**src/rtl/mfps_pkg.sv**
```systemverilog
// ----------------------------------------------------------------------------
// mfps_pkg: shared types and constants of the motorized fader servo
// Command codes, register indexes, reset values and datapath widths.
// ----------------------------------------------------------------------------
package mfps_pkg;

  typedef enum logic [1:0] {
    CMD_SAMPLE  = 2'd0,
    CMD_TARGET  = 2'd1,
    CMD_RELEASE = 2'd2,
    CMD_TOUCH   = 2'd3
  } cmd_t;

  localparam int CFG_IDX_W  = 3;
  localparam int CFG_DATA_W = 16;

  localparam logic [CFG_IDX_W-1:0] REG_PROP_GAIN   = 3'd0;
  localparam logic [CFG_IDX_W-1:0] REG_INTEG_GAIN  = 3'd1;
  localparam logic [CFG_IDX_W-1:0] REG_DERIV_GAIN  = 3'd2;
  localparam logic [CFG_IDX_W-1:0] REG_REPORT_THR  = 3'd3;
  localparam logic [CFG_IDX_W-1:0] REG_POSITION_MAX = 3'd4;

  localparam logic signed [15:0] PROP_GAIN_RST  = 16'sd230;
  localparam logic signed [15:0] INTEG_GAIN_RST = 16'sd0;
  localparam logic signed [15:0] DERIV_GAIN_RST = 16'sd12800;
  localparam logic [9:0]         REPORT_THR_RST = 10'd4;
  localparam logic [9:0]         POS_MAX_RST    = 10'd1023;

  localparam int POS_W   = 10;
  localparam int ERR_W   = 11;
  localparam int DERR_W  = 12;
  localparam int SUM_W   = 24;
  localparam int LREP_W  = 16;
  localparam int GAIN_W  = 16;
  localparam int PP_W    = GAIN_W + ERR_W;
  localparam int PI_W    = GAIN_W + SUM_W;
  localparam int PD_W    = GAIN_W + DERR_W;
  localparam int ACC_W   = PI_W + 2;
  localparam int DUTY_W  = 8;

  localparam logic [LREP_W-1:0] LAST_REPORT_RST = 16'hFFFF;

  typedef struct packed {
    logic [DUTY_W-1:0] fwd;
    logic [DUTY_W-1:0] rev;
  } drive_t;

endpackage

```
**src/rtl/motor_fader_position_servo.sv**
```systemverilog
// ----------------------------------------------------------------------------
// motor_fader_position_servo: PID position servo for a bank of faders
// Per-fader target, flags and PID state in flip-flops; three-stage pipeline.
// ----------------------------------------------------------------------------
// Takes one request per cycle while in_ready is high and returns the result
// of a position sample through the input, product and output registers.
// Stage one reads and updates the addressed fader's state, so a
// request for the same fader in the next cycle already sees it; stage two
// holds the three gain products; stage three sums, clamps and splits the
// effort. Only samples for an existing fader produce a result; other requests
// leave the pipeline after stage one. A held output does not block intake
// until the stages behind it are full.
module motor_fader_position_servo #(
  parameter int FADER_COUNT = 10
) (
  input  logic              clk,
  input  logic              rst_n,
  input  logic              in_valid,
  output logic              in_ready,
  input  logic [1:0]        in_cmd,
  input  logic [3:0]        in_fader_index,
  input  logic signed [15:0] in_value,
  input  logic              in_touch_value,
  output logic              out_valid,
  input  logic              out_ready,
  output logic [3:0]        out_fader_id,
  output logic [7:0]        out_drive_forward,
  output logic [7:0]        out_drive_reverse,
  output logic              out_motor_enabled,
  output logic              out_report_valid,
  output logic [9:0]        out_report_position,
  input  logic              cfg_we,
  input  logic [mfps_pkg::CFG_IDX_W-1:0]  cfg_index,
  input  logic [mfps_pkg::CFG_DATA_W-1:0] cfg_wdata
);

  localparam int IDX_W = (FADER_COUNT > 1) ? $clog2(FADER_COUNT) : 1;

  // configuration
  logic signed [15:0] prop_gain_r, integ_gain_r, deriv_gain_r;
  logic [9:0]         report_thr_r, pos_max_r;

  // per-fader state
  logic [mfps_pkg::POS_W-1:0]         target_r   [FADER_COUNT];
  logic                               released_r [FADER_COUNT];
  logic                               touched_r  [FADER_COUNT];
  logic signed [mfps_pkg::SUM_W-1:0]  esum_r     [FADER_COUNT];
  logic signed [mfps_pkg::ERR_W-1:0]  old_err_r  [FADER_COUNT];
  logic [mfps_pkg::LREP_W-1:0]        last_rep_r [FADER_COUNT];

  // stage one
  logic              s1_v_r, s1_v_nxt;
  mfps_pkg::cmd_t    s1_cmd_r;
  logic [3:0]        s1_fader_r;
  logic signed [15:0] s1_value_r;
  logic              s1_touch_r;

  // stage two
  logic              s2_v_r, s2_v_nxt;
  logic [3:0]        s2_fader_r;
  logic              s2_en_r, s2_rv_r;
  logic [9:0]        s2_rp_r;
  logic signed [mfps_pkg::PP_W-1:0] s2_pp_r;
  logic signed [mfps_pkg::PI_W-1:0] s2_pi_r;
  logic signed [mfps_pkg::PD_W-1:0] s2_pd_r;

  // output
  logic              out_v_r, out_v_nxt;
  logic [3:0]        out_fader_r;
  logic [7:0]        out_fwd_r, out_rev_r;
  logic              out_en_r, out_rv_r;
  logic [9:0]        out_rp_r;

  // handshake
  logic in_fire, out_free, s2_go, s2_free, s1_go, s1_in_range, s1_res;

  // stage one datapath
  logic [IDX_W-1:0]                  fi;
  logic [mfps_pkg::POS_W-1:0]        pos;
  logic                              hold;
  logic signed [mfps_pkg::ERR_W-1:0] err;
  logic signed [mfps_pkg::SUM_W:0]   sum_wide;
  logic signed [mfps_pkg::SUM_W-1:0] sum_sat;
  logic signed [mfps_pkg::DERR_W-1:0] derr;
  logic signed [16:0]                rep_diff;
  logic [16:0]                       rep_abs;
  logic                              rpt;

  mfps_pkg::drive_t drive;

  assign out_free    = !out_v_r || out_ready;
  assign s2_go       = s2_v_r && out_free;
  assign s2_free     = !s2_v_r || s2_go;
  assign s1_in_range = {1'b0, s1_fader_r} < 5'(FADER_COUNT);
  assign s1_res      = s1_in_range && (s1_cmd_r == mfps_pkg::CMD_SAMPLE);
  assign s1_go       = s1_v_r && (!s1_res || s2_free);
  assign in_ready    = !s1_v_r || s1_go;
  assign in_fire     = in_valid && in_ready;

  always_comb begin
    s1_v_nxt = in_fire ? 1'b1 : (s1_go ? 1'b0 : s1_v_r);
    s2_v_nxt = (s1_go && s1_res) ? 1'b1 : (s2_go ? 1'b0 : s2_v_r);
    out_v_nxt = s2_go ? 1'b1 : ((out_v_r && out_ready) ? 1'b0 : out_v_r);
  end

  always_comb begin
    fi = s1_fader_r[IDX_W-1:0];
    if (s1_value_r[15]) begin
      pos = '0;
    end else if (s1_value_r[14:0] > {5'd0, pos_max_r}) begin
      pos = pos_max_r;
    end else begin
      pos = s1_value_r[9:0];
    end
    hold = !released_r[fi] && !touched_r[fi];
    err  = $signed({1'b0, target_r[fi]}) - $signed({1'b0, pos});
    sum_wide = {esum_r[fi][mfps_pkg::SUM_W-1], esum_r[fi]}
             + {{(mfps_pkg::SUM_W + 1 - mfps_pkg::ERR_W){err[mfps_pkg::ERR_W-1]}}, err};
    // saturate on signed overflow of the 24-bit sum
    if (sum_wide[mfps_pkg::SUM_W] != sum_wide[mfps_pkg::SUM_W-1]) begin
      sum_sat = sum_wide[mfps_pkg::SUM_W] ? {1'b1, {(mfps_pkg::SUM_W-1){1'b0}}}
                                          : {1'b0, {(mfps_pkg::SUM_W-1){1'b1}}};
    end else begin
      sum_sat = sum_wide[mfps_pkg::SUM_W-1:0];
    end
    derr = {err[mfps_pkg::ERR_W-1], err}
         - {old_err_r[fi][mfps_pkg::ERR_W-1], old_err_r[fi]};
    rep_diff = $signed({7'd0, pos}) - $signed({1'b0, last_rep_r[fi]});
    rep_abs  = rep_diff[16] ? 17'(-rep_diff) : 17'(rep_diff);
    rpt      = rep_abs > {7'd0, report_thr_r};
  end

  // configuration writes
  always_ff @(posedge clk) begin
    if (!rst_n) begin
      prop_gain_r  <= mfps_pkg::PROP_GAIN_RST;
      integ_gain_r <= mfps_pkg::INTEG_GAIN_RST;
      deriv_gain_r <= mfps_pkg::DERIV_GAIN_RST;
      report_thr_r <= mfps_pkg::REPORT_THR_RST;
      pos_max_r    <= mfps_pkg::POS_MAX_RST;
    end else if (cfg_we) begin
      case (cfg_index)
        mfps_pkg::REG_PROP_GAIN:    prop_gain_r  <= $signed(cfg_wdata);
        mfps_pkg::REG_INTEG_GAIN:   integ_gain_r <= $signed(cfg_wdata);
        mfps_pkg::REG_DERIV_GAIN:   deriv_gain_r <= $signed(cfg_wdata);
        mfps_pkg::REG_REPORT_THR:   report_thr_r <= cfg_wdata[9:0];
        mfps_pkg::REG_POSITION_MAX: pos_max_r    <= cfg_wdata[9:0];
        default: ;
      endcase
    end
  end

  // fader state: update once, as the request leaves stage one
  always_ff @(posedge clk) begin
    if (!rst_n) begin
      for (int i = 0; i < FADER_COUNT; i++) begin
        target_r[i]   <= '0;
        released_r[i] <= 1'b1;
        touched_r[i]  <= 1'b0;
        esum_r[i]     <= '0;
        old_err_r[i]  <= '0;
        last_rep_r[i] <= mfps_pkg::LAST_REPORT_RST;
      end
    end else if (s1_go && s1_in_range) begin
      case (s1_cmd_r)
        mfps_pkg::CMD_TARGET: begin
          target_r[fi]   <= pos;
          released_r[fi] <= 1'b0;
        end
        mfps_pkg::CMD_RELEASE: released_r[fi] <= 1'b1;
        mfps_pkg::CMD_TOUCH:   touched_r[fi]  <= s1_touch_r;
        mfps_pkg::CMD_SAMPLE: begin
          if (hold) begin
            esum_r[fi]    <= sum_sat;
            old_err_r[fi] <= err;
          end else if (rpt) begin
            last_rep_r[fi] <= {6'd0, pos};
          end
        end
        default: ;
      endcase
    end
  end

  // valid bits
  always_ff @(posedge clk) begin
    if (!rst_n) begin
      s1_v_r  <= 1'b0;
      s2_v_r  <= 1'b0;
      out_v_r <= 1'b0;
    end else begin
      s1_v_r  <= s1_v_nxt;
      s2_v_r  <= s2_v_nxt;
      out_v_r <= out_v_nxt;
    end
  end

  // payload registers
  always_ff @(posedge clk) begin
    if (in_fire) begin
      s1_cmd_r   <= mfps_pkg::cmd_t'(in_cmd);
      s1_fader_r <= in_fader_index;
      s1_value_r <= in_value;
      s1_touch_r <= in_touch_value;
    end
    if (s1_go && s1_res) begin
      s2_fader_r <= s1_fader_r;
      s2_en_r    <= hold;
      s2_rv_r    <= !hold && rpt;
      s2_rp_r    <= (!hold && rpt) ? pos : '0;
      s2_pp_r    <= prop_gain_r * err;
      s2_pi_r    <= integ_gain_r * sum_sat;
      s2_pd_r    <= deriv_gain_r * derr;
    end
    if (s2_go) begin
      out_fader_r <= s2_fader_r;
      out_en_r    <= s2_en_r;
      out_rv_r    <= s2_rv_r;
      out_rp_r    <= s2_rp_r;
      out_fwd_r   <= s2_en_r ? drive.fwd : '0;
      out_rev_r   <= s2_en_r ? drive.rev : '0;
    end
  end

  mfps_effort u_effort (
    .prod_p (s2_pp_r),
    .prod_i (s2_pi_r),
    .prod_d (s2_pd_r),
    .drive  (drive)
  );

  assign out_valid           = out_v_r;
  assign out_fader_id        = out_fader_r;
  assign out_drive_forward   = out_fwd_r;
  assign out_drive_reverse   = out_rev_r;
  assign out_motor_enabled   = out_en_r;
  assign out_report_valid    = out_rv_r;
  assign out_report_position = out_rp_r;

endmodule

```
**src/rtl/mfps_effort.sv**
```systemverilog
// ----------------------------------------------------------------------------
// mfps_effort: PID accumulator and H-bridge split
// Sums the three Q8.8 products, truncates toward zero, clamps to +-255 and
// splits the effort into forward and reverse duty.
// ----------------------------------------------------------------------------
module mfps_effort (
  input  logic signed [mfps_pkg::PP_W-1:0] prod_p,
  input  logic signed [mfps_pkg::PI_W-1:0] prod_i,
  input  logic signed [mfps_pkg::PD_W-1:0] prod_d,
  output mfps_pkg::drive_t                 drive
);

  logic signed [mfps_pkg::ACC_W-1:0] acc;
  logic [mfps_pkg::ACC_W-1:0]        mag;
  logic [mfps_pkg::DUTY_W-1:0]       duty;
  logic                              neg;

  always_comb begin
    acc = mfps_pkg::ACC_W'(prod_p) + mfps_pkg::ACC_W'(prod_i) + mfps_pkg::ACC_W'(prod_d);
    neg = acc[mfps_pkg::ACC_W-1];
    // magnitude first so the shift truncates toward zero
    mag = neg ? mfps_pkg::ACC_W'(-acc) : mfps_pkg::ACC_W'(acc);
    if (|mag[mfps_pkg::ACC_W-1:16]) begin
      duty = '1;
    end else begin
      duty = mag[15:8];
    end
    drive.fwd = neg ? '0 : duty;
    drive.rev = neg ? duty : '0;
  end

endmodule

```
**config.mk**
```make
export PLATFORM = sky130hd
export DESIGN_NAME = motor_fader_position_servo
export DESIGN_NICKNAME = d
export VERILOG_FILES = /design/src/rtl/mfps_pkg.sv /design/src/rtl/motor_fader_position_servo.sv /design/src/rtl/mfps_effort.sv
export SDC_FILE = /design/constraint.sdc
export NUM_CORES = 2
export LEC_CHECK = 0
export BUFFER_PORTS_ARGS = -buffer_cell sky130_fd_sc_hd__buf_2
export CAP_MARGIN = 20
export CORE_UTILIZATION = 59
export DETAILED_ROUTE_END_ITERATION = 16
export PLACE_DENSITY = 0.85
export SYNTH_ARGS = -nofsm -noshare
export SYNTH_HDL_FRONTEND = slang
export SYNTH_SLANG_ARGS = --single-unit
```
**constraint.sdc**
```tcl
create_clock -name clk -period 13.5 [get_ports clk]
set_input_delay 0.675 -clock clk [delete_from_list [all_inputs] [get_ports clk]]
set_output_delay 0.675 -clock clk [all_outputs]
set_load 0.005 [all_outputs]
```
==> results.json <==
{
  "ant_nets": 0,
  "drive_gt1_frac": 0.151,
  "synth_warnings": 0,
  "num_rows": 134,
  "finalNetCount": 8288,
  "place_area_um2": 84700,
  "rsz0062_at_grt": "yes",
  "clock_latency_ns": 0.78,
  "slew_violations": 0,
  "die-area_um2": 137000,
  "synth_top_area_share": 0.407,
  "avgSynthCellArea_um2": 12.0,
  "finalHoldViolations": 0,
  "cts.clk_slew.worst_paths_ns": 0.06,
  "routed_via_density": 6.12,
  "grt.busiest_layer": "met2",
  "syn2layout_area_growth_pct": 12.5,
  "grt_antenna_before_repair": 7,
  "vias": 55200,
  "failed_checks": "setup timing",
  "fin_worst_skew_ns": 0.0771,
  "crit_family": "compound AO/OA/AOI/OAI gates",
  "port_buffers": 80,
  "die_h_um": 370,
  "use_met1": 0.371,
  "routabilityCongestion": 0.934,
  "synth_ff_type": "edfxtp_1",
  "cts_hold_buf": 0,
  "routedWlPerCell_um": 23.6,
  "crit_path_end_kind": "flop",
  "yosys.area.top_type": "edfxtp_1",
  "mostFrequentLayoutCell": "edfxtp_1",
  "critPathMostFrequentCell": "o21a_1",
  "drt_iter0_drc": 6923,
  "critPathLaunchType": "flop",
  "gr-usage-met2": 0.522,
  "required_ns": 13.94,
  "htree_levels": 3,
  "status": "finished, violations left",
  "nFillCells": 8614,
  "crit_buf_inv": 11,
  "top_level_ports": 81,
  "die_w_um": 370,
  "crit_fanout": 6,
  "setup_viol": 11,
  "maxCapViolCount": 0,
  "cts_buffers": 113,
  "criticalPathCategory": "reg2reg",
  "grt_pass1_wl_mm": 324,
  "cts_root_buffer": "clkbuf_16",
  "grt_use_total": 0.311,
  "ys_ff_latch": 1169,
  "clock-sinks": 1169,
  "setup_ws_ns": -0.476,
  "core_area_um2": 134000,
  "routed_wl_mm": 213,
  "use_met3": 0.0699,
  "slew_headroom": 0.172,
  "period_needed_ns": 13.98,
  "critPathMaxStageDelay_ns": 0.56,
  "synth-edff-count": 1085,
  "synthDistinctLibCells": 90,
  "post-route-cell-area_um2": 90000,
  "grt_pass1_vias": 58500,
  "drc": 0,
  "initial_utilization": 0.597,
  "fin_crit_sh": 1.04,
  "synthesis.area_um2": 80000,
  "grt_overflow_total": 0,
  "detailed_place_hpwl_mm": 145,
  "final_cell_mix": "1085 x edfxtp_1, 875 x inv_1, 750 x fa_1",
  "synth_area_leaders": "edfxtp_1 41%, fa_1 19%, mux4_2 7.9%, ha_1 5.1%, inv_1 4.2%",
  "hold_class": "in2reg",
  "multi_input_area_um2": 43300,
  "worst_path_max_delay_cell": "fa_1",
  "timing.fmax_mhz": 71.6,
  "cts_tree": "done",
  "seq_area_frac_synth": 0.429,
  "grt_max_degree": 119,
  "worst_pin_slew_ns": 1.24,
  "synthCells": 6655,
  "dr.pass1.iters": 9,
  "regArea_um2": 34300,
  "cts_buffer_depth": 3,
  "async_reset_ff_frac": 0,
  "arrival_ns": 14.42
}
worst paths after layout:
check,start,end,slack [ns],cells past startpoint
max reg2reg,s1_value_r[1],s2_pi_r[39],-0.48,68
min,in_touch_value,s1_touch_r,0.07,1
min reg2reg,s2_rp_r[9],out_report_position[9],0.42,0
max,s1_value_r[1],s2_pi_r[39],-0.48,68
worst register-to-register path: cells and delay by family (launching register included):
| kind | cells | cell delay (ns) |
|---|---|---|
| mux | 1 | 0.21 |
| simple gates | 14 | 2.02 |
| xor+xnor | 2 | 0.37 |
| fa+ha+maj | 10 | 3.71 |
| flops | 1 | 0.44 |
| buf+inv | 11 | 1.43 |
| compound gates | 30 | 5.48 |
metrics by stage:
step / hold slack [ns] / TNS (ns) / cells / setup WS (ns) / utilization
final: 0.0734 / -2.55 / 9022 / -0.476 / 0.672
after detailed placement: 0.405 / -2.15 / 8732 / -0.481 / 0.632
after floorplan: 0.400 / 0 / 7002 / 0.0122 / -
after global placement: 0.401 / -0.190 / 8731 / -0.116 / 0.632
after CTS: 0.0495 / 0 / 8976 / 0.0163 / 0.665
after global routing: 0.0602 / -10.38 / 9020 / -0.974 / 0.672
sequential cells by signal, summed over array words and instances, names as in the netlist, 8 cells and up, named ones only:
signal and flops:
deriv_gain_r 16, esum_r 384, integ_gain_r 16, last_rep_r 176, old_err_r 176, out_drive_forward 8
out_drive_reverse 8, out_report_position 10, pos_max_r 10, prop_gain_r 16, released_r 16, report_thr_r 10
s1_value_r 16, s2_pd_r 28, s2_pi_r 40, s2_pp_r 27, s2_rp_r 10, target_r 160
touched_r 16
cells in the mapped netlist (all sizes together) (13+ instances only):
| library cell | number |
|---|---|
| edfxtp | 1085 |
| inv | 887 |
| fa | 761 |
| nand2 | 612 |
| nor2 | 543 |
| ha | 328 |
| clkbuf | 323 |
| mux4 | 281 |
| and2 | 274 |
| a21oi | 198 |
| nand3 | 193 |
| nor3 | 140 |
| xnor2 | 134 |
| o21ai | 125 |
| dfxtp | 84 |
| nor2b | 73 |
| a21o | 68 |
| or2 | 57 |
| nand2b | 51 |
| buf | 49 |
| xor2 | 48 |
| o21a | 34 |
| and3 | 27 |
| o21bai | 27 |
| a31oi | 23 |
| a211oi | 21 |
| nand4 | 19 |
| o211ai | 18 |
| mux2i | 16 |
| nor4 | 15 |
| a41oi | 13 |
cells by family after synthesis:
kind of cell	count (synthesis)	synth area share
and+or+nand+nor	2042	0.120
buffers and inverters	1260	0.0594
DFF	1169	0.429
adders and majority gates	1090	0.242
AOI/OAI and AO/OA	610	0.0487
muxes	301	0.0817
xor gates and xnor gates	182	0.0199
other	1	0.0000469
layout make-up:
class	instances	share of cell area
clock inverter	69	0.00829
antenna	3	0.0000834
inverter	888	0.0371
tap	1768	0.0246
clock buffer	145	0.0334
sequential	1169	0.381
multi-input combinational	4573	0.481
timing repair buffer	407	0.0349
layer usage:
metal	part of all wire	wire, um	up-vias
met5	0.00021	44	-
met4	0.065	13700	6
met3	0.11	24400	931
met2	0.48	103000	3834
met1	0.34	71600	27300
li1	-	-	23200
repair_timing:
item / 4_1_cts / 5_1_grt
setup endpoints to repair: 14 / 23
gates cloned: 1 / 0
pin swaps: 25 / 91
setup buffers: 29 / 43
resized for setup: 69 / 132
Power is not shown: default switching activity piles up to over one toggle a cycle in this logic, so the estimate is an artifact.
